## config.mk

```make
export PLATFORM = sky130hd
export DESIGN_NAME = card_frame_deframer_xor_top
export DESIGN_NICKNAME = d
export VERILOG_FILES = /design/src/cfdx_pkg.sv /design/src/card_frame_deframer_xor_top.sv /design/src/cfdx_cfg.sv /design/src/cfdx_parser.sv /design/src/cfdx_out_buf.sv
export SDC_FILE = /design/constraint.sdc
export NUM_CORES = 1
export LEC_CHECK = 0
export ABC_AREA = 1
export BUFFER_PORTS_ARGS = -buffer_cell sky130_fd_sc_hd__buf_4
export CORE_MARGIN = 2
export CORE_UTILIZATION = 45
export DETAILED_ROUTE_END_ITERATION = 8
export PLACE_DENSITY = 0.66
export SLEW_MARGIN = 20
export SYNTH_ARGS = -nofsm -noshare
export SYNTH_HDL_FRONTEND = slang
export SYNTH_SLANG_ARGS = --single-unit
```

## constraint.sdc

```tcl
create_clock -name clk -period 3.5 [get_ports clk]
set_clock_uncertainty 0.15 [all_clocks]
set_input_delay 0.35 -clock clk [delete_from_list [all_inputs] [get_ports clk]]
set_output_delay 0.35 -clock clk [all_outputs]
set_load 0.02 [all_outputs]
```

## src/cfdx_pkg.sv

```systemverilog
// Types and constants for the card frame deframer.
// No dependencies; used by every module of the block.
`timescale 1ns / 1ps

package cfdx_pkg;

    typedef enum logic [1:0] {
        STAT_OK      = 2'd0,
        STAT_HDR_ERR = 2'd1,
        STAT_XOR_ERR = 2'd2
    } status_t;

    localparam int          REG_IDX_W  = 2;
    localparam logic [1:0]  REG_START  = 2'd0;
    localparam logic [1:0]  REG_LENGTH = 2'd1;
    localparam logic [1:0]  REG_STATUS = 2'd2;

    localparam logic [7:0]  START_RST  = 8'hAA;
    localparam logic [7:0]  LENGTH_RST = 8'h11;
    localparam logic [7:0]  STATUS_RST = 8'h00;

    typedef struct packed {
        logic [7:0] start_code;
        logic [7:0] length_code;
        logic [7:0] status_code;
    } cfg_t;

    // frame_status sits in the lowest bits, as on the output bus.
    typedef struct packed {
        logic [15:0] basket_id;
        logic [7:0]  window_id;
        status_t     frame_status;
    } res_t;

    localparam int TDATA_W = 32;
    localparam int PAD_W   = TDATA_W - $bits(res_t);

endpackage

```

## src/card_frame_deframer_xor_top.sv

```systemverilog
// A result word is registered in cfdx_out_buf, or in its skid stage during a stall.
// One byte is taken per cycle while s_axis_tready is high; a header result follows
// three bytes, a frame result DATA_BYTES + 5 bytes. s_axis_tready drops only while the
// skid stage holds a result. Reset (rst_n, async, active low) restores the default header
// codes and the parser to waiting for a start byte, and empties the output stages.
`timescale 1ns / 1ps

module card_frame_deframer_xor_top #(
    parameter int DATA_BYTES = 16
)
(
    input  logic                            clk,
    input  logic                            rst_n,
    input  logic                            cfg_wr_en,
    input  logic [cfdx_pkg::REG_IDX_W-1:0]  cfg_addr,
    input  logic [7:0]                      cfg_wdata,
    input  logic                            s_axis_tvalid,
    output logic                            s_axis_tready,
    input  logic [7:0]                      s_axis_tdata,   // [7:0] rx_byte
    output logic                            m_axis_tvalid,
    input  logic                            m_axis_tready,
    // [1:0] frame_status, [9:2] window_id, [25:10] basket_id, [31:26] zero
    output logic [cfdx_pkg::TDATA_W-1:0]    m_axis_tdata
);

    cfdx_pkg::cfg_t cfg;
    cfdx_pkg::res_t res;
    cfdx_pkg::res_t out_res;
    logic           res_valid;
    logic           byte_accept;

    assign byte_accept = s_axis_tvalid && s_axis_tready;

    cfdx_cfg u_cfg
    (
        .clk   (clk),
        .rst_n (rst_n),
        .wr_en (cfg_wr_en),
        .addr  (cfg_addr),
        .wdata (cfg_wdata),
        .cfg   (cfg)
    );

    cfdx_parser #(
        .DATA_BYTES (DATA_BYTES)
    ) u_parser
    (
        .clk        (clk),
        .rst_n      (rst_n),
        .byte_valid (byte_accept),
        .rx_byte    (s_axis_tdata),
        .cfg        (cfg),
        .res_valid  (res_valid),
        .res        (res)
    );

    cfdx_out_buf u_out_buf
    (
        .clk       (clk),
        .rst_n     (rst_n),
        .in_valid  (res_valid),
        .in_res    (res),
        .in_ready  (s_axis_tready),
        .out_valid (m_axis_tvalid),
        .out_res   (out_res),
        .out_ready (m_axis_tready)
    );

    assign m_axis_tdata = {{cfdx_pkg::PAD_W{1'b0}}, out_res};

endmodule

```

## src/cfdx_cfg.sv

```systemverilog
// Header code registers of the deframer, written through a plain write port.
// Depends on cfdx_pkg.
`timescale 1ns / 1ps

module cfdx_cfg
(
    input  logic                           clk,
    input  logic                           rst_n,
    input  logic                           wr_en,
    input  logic [cfdx_pkg::REG_IDX_W-1:0] addr,
    input  logic [7:0]                     wdata,
    output cfdx_pkg::cfg_t                 cfg
);

    cfdx_pkg::cfg_t cfg_reg;

    always_ff @(posedge clk or negedge rst_n)
    begin
        if (!rst_n)
        begin
            cfg_reg.start_code  <= cfdx_pkg::START_RST;
            cfg_reg.length_code <= cfdx_pkg::LENGTH_RST;
            cfg_reg.status_code <= cfdx_pkg::STATUS_RST;
        end
        else if (wr_en)
        begin
            case (addr)
                cfdx_pkg::REG_START:  cfg_reg.start_code  <= wdata;
                cfdx_pkg::REG_LENGTH: cfg_reg.length_code <= wdata;
                cfdx_pkg::REG_STATUS: cfg_reg.status_code <= wdata;
                default:              ;
            endcase
        end
    end

    assign cfg = cfg_reg;

endmodule

```

## src/cfdx_parser.sv

```systemverilog
// Frame parser: byte position counter, running XOR and payload holds.
// Produces at most one result per accepted byte. Depends on cfdx_pkg.
`timescale 1ns / 1ps

module cfdx_parser #(
    parameter int DATA_BYTES = 16
)
(
    input  logic             clk,
    input  logic             rst_n,
    input  logic             byte_valid,
    input  logic [7:0]       rx_byte,
    input  cfdx_pkg::cfg_t   cfg,
    output logic             res_valid,
    output cfdx_pkg::res_t   res
);

    localparam int POS_W = $clog2(DATA_BYTES + 5);
    localparam logic [POS_W-1:0] POS_XOR = POS_W'(DATA_BYTES + 3);
    localparam logic [POS_W-1:0] POS_END = POS_W'(DATA_BYTES + 4);
    localparam logic [POS_W-1:0] POS_H1  = POS_W'(1);
    localparam logic [POS_W-1:0] POS_H2  = POS_W'(2);
    localparam logic [POS_W-1:0] POS_P0  = POS_W'(3);
    localparam logic [POS_W-1:0] POS_P1  = POS_W'(4);
    localparam logic [POS_W-1:0] POS_P2  = POS_W'(5);

    logic [POS_W-1:0] pos_reg,      pos_next;
    logic [7:0]       xor_reg,      xor_next;
    logic             hdr_good_reg, hdr_good_next;
    logic             xor_good_reg, xor_good_next;
    logic [7:0]       window_reg,   window_next;
    logic [7:0]       bhigh_reg,    bhigh_next;
    logic [7:0]       blow_reg,     blow_next;

    logic [7:0]       expect_byte;
    logic             hdr_ok;

    always_comb
    begin
        if (pos_reg == '0)
            expect_byte = cfg.start_code;
        else if (pos_reg == POS_H1)
            expect_byte = cfg.length_code;
        else
            expect_byte = cfg.status_code;
    end

    assign hdr_ok = hdr_good_reg && (rx_byte == expect_byte);

    always_comb
    begin
        pos_next      = pos_reg;
        xor_next      = xor_reg;
        hdr_good_next = hdr_good_reg;
        xor_good_next = xor_good_reg;
        window_next   = window_reg;
        bhigh_next    = bhigh_reg;
        blow_next     = blow_reg;
        res_valid     = 1'b0;
        res.frame_status = cfdx_pkg::STAT_OK;
        res.window_id    = 8'd0;
        res.basket_id    = 16'd0;

        if (byte_valid)
        begin
            if (pos_reg < POS_P0)
            begin
                if (pos_reg == POS_H2 && !hdr_ok)
                begin
                    // Bad header: report and drop back to waiting for a start byte.
                    res_valid        = 1'b1;
                    res.frame_status = cfdx_pkg::STAT_HDR_ERR;
                    pos_next         = '0;
                    xor_next         = 8'd0;
                    hdr_good_next    = 1'b1;
                    xor_good_next    = 1'b0;
                end
                else
                begin
                    pos_next      = pos_reg + POS_W'(1);
                    xor_next      = xor_reg ^ rx_byte;
                    hdr_good_next = hdr_ok;
                end
            end
            else if (pos_reg < POS_XOR)
            begin
                if (pos_reg == POS_P0)
                    window_next = rx_byte;
                if (pos_reg == POS_P1)
                    bhigh_next = rx_byte;
                if (pos_reg == POS_P2)
                    blow_next = rx_byte;
                xor_next = xor_reg ^ rx_byte;
                pos_next = pos_reg + POS_W'(1);
            end
            else if (pos_reg == POS_XOR)
            begin
                xor_good_next = (xor_reg == rx_byte);
                pos_next      = POS_END;
            end
            else
            begin
                // End byte: its value is not checked.
                res_valid = 1'b1;
                if (xor_good_reg)
                begin
                    res.frame_status = cfdx_pkg::STAT_OK;
                    res.window_id    = window_reg;
                    res.basket_id    = {bhigh_reg, blow_reg};
                end
                else
                begin
                    res.frame_status = cfdx_pkg::STAT_XOR_ERR;
                end
                pos_next      = '0;
                xor_next      = 8'd0;
                hdr_good_next = 1'b1;
                xor_good_next = 1'b0;
            end
        end
    end

    always_ff @(posedge clk or negedge rst_n)
    begin
        if (!rst_n)
        begin
            pos_reg      <= '0;
            xor_reg      <= 8'd0;
            hdr_good_reg <= 1'b1;
            xor_good_reg <= 1'b0;
            window_reg   <= 8'd0;
            bhigh_reg    <= 8'd0;
            blow_reg     <= 8'd0;
        end
        else
        begin
            pos_reg      <= pos_next;
            xor_reg      <= xor_next;
            hdr_good_reg <= hdr_good_next;
            xor_good_reg <= xor_good_next;
            window_reg   <= window_next;
            bhigh_reg    <= bhigh_next;
            blow_reg     <= blow_next;
        end
    end

endmodule

```

## src/cfdx_out_buf.sv

```systemverilog
// Result register with a skid stage toward the output bus.
// Input is refused only while the skid stage is occupied. Depends on cfdx_pkg.
`timescale 1ns / 1ps

module cfdx_out_buf
(
    input  logic             clk,
    input  logic             rst_n,
    input  logic             in_valid,
    input  cfdx_pkg::res_t   in_res,
    output logic             in_ready,
    output logic             out_valid,
    output cfdx_pkg::res_t   out_res,
    input  logic             out_ready
);

    logic             out_valid_reg;
    logic             skid_valid_reg;
    cfdx_pkg::res_t   out_res_reg;
    cfdx_pkg::res_t   skid_res_reg;

    always_ff @(posedge clk or negedge rst_n)
    begin
        if (!rst_n)
        begin
            out_valid_reg  <= 1'b0;
            skid_valid_reg <= 1'b0;
        end
        else if (!out_valid_reg || out_ready)
        begin
            if (skid_valid_reg)
            begin
                out_valid_reg  <= 1'b1;
                skid_valid_reg <= 1'b0;
            end
            else
            begin
                out_valid_reg <= in_valid;
            end
        end
        else if (in_valid)
        begin
            skid_valid_reg <= 1'b1;
        end
    end

    always_ff @(posedge clk)
    begin
        if (!out_valid_reg || out_ready)
        begin
            if (skid_valid_reg)
                out_res_reg <= skid_res_reg;
            else if (in_valid)
                out_res_reg <= in_res;
        end
        else if (in_valid)
        begin
            skid_res_reg <= in_res;
        end
    end

    assign in_ready  = !skid_valid_reg;
    assign out_valid = out_valid_reg;
    assign out_res   = out_res_reg;

endmodule

```

==> reports/results.ini <==
[synth]
ys.flop_type=dfrtp_1
yosys.cell_count.top_type=nand2_1
synth_top_cell_area_share=0.2963
synth_top_area_cell=edfxtp_1
synth.distinct_cells=34
ys_ff_latch=117
synth_edf_count=52
synth_area_um2=5270
async_reset_ff_frac=0.5556
synthTopCellsByCount=131 x nand2_1, 58 x dfrtp_1, 52 x edfxtp_1
syn_inst=520
synth_area_per_cell_um2=10.13
yosys-top-cells-area=edfxtp_1 30%, dfrtp_1 28%, nand2_1 9.3%
synth_seq_area_share=0.6066
ys_warn_count=0

[die]
die-area_um2=12590
num_rows=39
coreArea_um2=11420
start_util=0.4615
die_h_um=112.2
pin_count=57
die_w_um=112.2

[drt]
drtPass1Iterations=6
drc=0
wire_per_inst_um=14.68
postRouteAntennaNets=0
drtIter0Drc=250
routed-via-count=3740
vias_per_cell=5.123
routed_wl_um=10720

[pwr]
seqPwrFrac=0.373
p_leak_nw=3.003
swShare=0.3588
power.density_nw_per_um2=887.6
p_clk_frac=0.312
p_comb_frac=0.315
p_sw_mw=2.021
power.internal_mw=3.611
ir_drop_mv=0.5258

[clock_tree]
cts_setup_buffers=0
cts_buffer_depth=2
cts_resized=0
htree_levels=4
cts-root-buf=clkbuf_16
clk_latency_ns=0.42
tritoncts=yes
clock-sinks=117
postCtsHoldBufs=1
path_clk_slew_ns=0.06
numCtsBuffers=17

[final_layout]
area_growth_pct=20.39
fill_cells=1032
diodes=0
final_nets=601
drive_gt1_frac=0.1857

[worst_setup_path]
path_cells=inv_1 > ha_1 > nand3_2 > inv_1 > nand2_1 > nand3_1 > nand2_1 > nand2_1 > nand2_1 > nand3_1 > o21bai_4 > nand2_4 > nand2_2 > a21oi_2 > buf_4
path_max_fanout=26
r2r_end=u_out_buf.out_res[24]
slowest_delay_ns=0.43
crit_path_end=u_out_buf.out_res[24]
crit_required_ns=3.44
r2r_start=u_parser.pos_reg[1]
critical_path_class=reg2reg
ff2ff_path_depth=15
worstSetupStartpoint=u_parser.pos_reg[1]
start_kind=flip-flop
cp.arrival_ns=2.99
endpoint_kind=flip-flop
cpMostUsedCell=nand2_1
r2r_slack_ns=0.44
slowest_stage=dfrtp_1

[sta]
max_freq_mhz=327.3
period_needed_ns=3.055
holdWs_ns=0.05297
finalSetupTns_ns=0
maxSlewViolCount=0
setup_viol=0
rsz0062_at_grt=no
tightest_slew_ns=0.8113
hold_viol_final=0
period_share=0.8729
slew_headroom=0.4591

[global_routing]
antenna_found_initial=0
grt_pass1_vias=3639
gr-usage-met2=0.2811
top_usage_layer=met2
met3_usage=0.04482
grt_util_met1=0.2427
grt_pass1_wl_um=17930
grt_max_degree=66
grtUsageTotal=0.1794
gr-total-overflow=0

[run]
drv_cap=0

[min_path]
worstHoldPathType=in2reg

[placement]
io_buffers=50
hpwl_um=7227
routabilityCongestion=0.9128

[status]
outcome=complete, no violations

==> cell usage in the layout (no fill, tap or decap), types with 2 or more instances in the layout <==
cell type | synthesis | routed
nand2_1 | 131 | 131
dfrtp_1 | 58 | 58
buf_4 | 8 | 54
edfxtp_1 | 52 | 52
o21ai_0 | 51 | 51
inv_1 | 44 | 44
nand3_1 | 27 | 27
a21o_1 | 25 | 25
nor3b_1 | 23 | 23
nor2_1 | 18 | 17
clkbuf_16 | 0 | 17
nand4_1 | 9 | 9
xnor2_1 | 8 | 8
dfstp_2 | 7 | 7
or2_1 | 6 | 6
conb_1 | 1 | 6
nand3_2 | 5 | 5
a21oi_1 | 6 | 5
inv_6 | 0 | 5
nor3_1 | 4 | 4
ha_1 | 4 | 4
xor2_1 | 3 | 3
clkinv_4 | 0 | 3
nand2_2 | 2 | 2
nor2_2 | 1 | 2
nand2_4 | 2 | 2
clkinvlp_4 | 0 | 2
bufinv_16 | 0 | 2
inv_8 | 0 | 2
==> critical path: cells and delay by family, from the launching register on <==
kind	cells	cell delay (ns)
adder cells (fa/ha/maj)	1	0.35
buffers and inverters	3	0.58
AO/OA/AOI/OAI	2	0.23
AND/OR/NAND/NOR	9	0.95
flip-flops	1	0.43
==> worst min path at each step <==
stage	startpoint	to	slack, ns	depth (start not counted)
3_5_place_dp	u_parser.blow_reg[3]	u_parser.blow_reg[3]	0.31	2
4_1_cts	cfg_wdata[4]	u_cfg.cfg[12]	0.05	3
2_1_floorplan	rst_n	u_cfg.cfg[0]	-0.1	0
6_report	cfg_wdata[4]	u_cfg.cfg[12]	0.05	3
5_1_grt	cfg_wdata[4]	u_cfg.cfg[12]	0.08	3
3_3_place_gp	u_parser.blow_reg[3]	u_parser.blow_reg[3]	0.31	2
==> area by class of cell <==
class,instances,area [um^2],area share
sequential,117,3197,0.5038
multi-input combinational,337,1784,0.2812
clock buffer,18,429.2,0.06764
timing repair buffer,55,415.4,0.06547
tap,143,178.9,0.02820
inverter,46,172.7,0.02721
clock inverter,14,167.7,0.02642
==> through the flow <==
step,power (mW),utilization,instance area (um^2),cells,worst slack [ns]
global route,5.981,0.5557,6345,730,0.08977
floorplan,3.401,-,5293,525,0.1660
global placement,3.804,0.5025,5738,697,0.6498
CTS,5.655,0.5557,6345,730,0.4227
finish,5.632,0.5557,6345,730,0.4450
detailed placement,3.886,0.5025,5738,697,0.4669
==> metal layers <==
layer / up-vias / part of all wire
met3: 18 / 0.043
met5: - / 0
met2: 104 / 0.48
met4: 0 / 0.017
met1: 1780 / 0.46
li1: 1838 / -
==> power groups by stage <==
| stage | Combinational [mW] | Sequential, mW | Clock [mW] |
|---|---|---|---|
| 3_5_place_dp | 1.76 | 2.12 | 0 |
| 5_1_grt | 1.99 | 2.14 | 1.85 |
| 4_1_cts | 1.78 | 2.10 | 1.77 |
| 3_3_place_gp | 1.70 | 2.11 | 0 |
| 6_report | 1.77 | 2.10 | 1.76 |
| 2_1_floorplan | 1.16 | 2.24 | 0 |
==> kinds of logic (layout without fill, tap and decap cells) <==
logic type	count (synthesis)	in the layout	share of synthesized area
buffers and inverters	71	133	0.05959
and+or+nand+nor	232	232	0.2104
adders and majority gates	4	4	0.009497
xor gates and xnor gates	11	11	0.01828
other	1	6	0.0007116
DFF	117	117	0.6066
AOI/OAI and AO/OA	84	84	0.09497
Power figures use the tool's default switching activity.
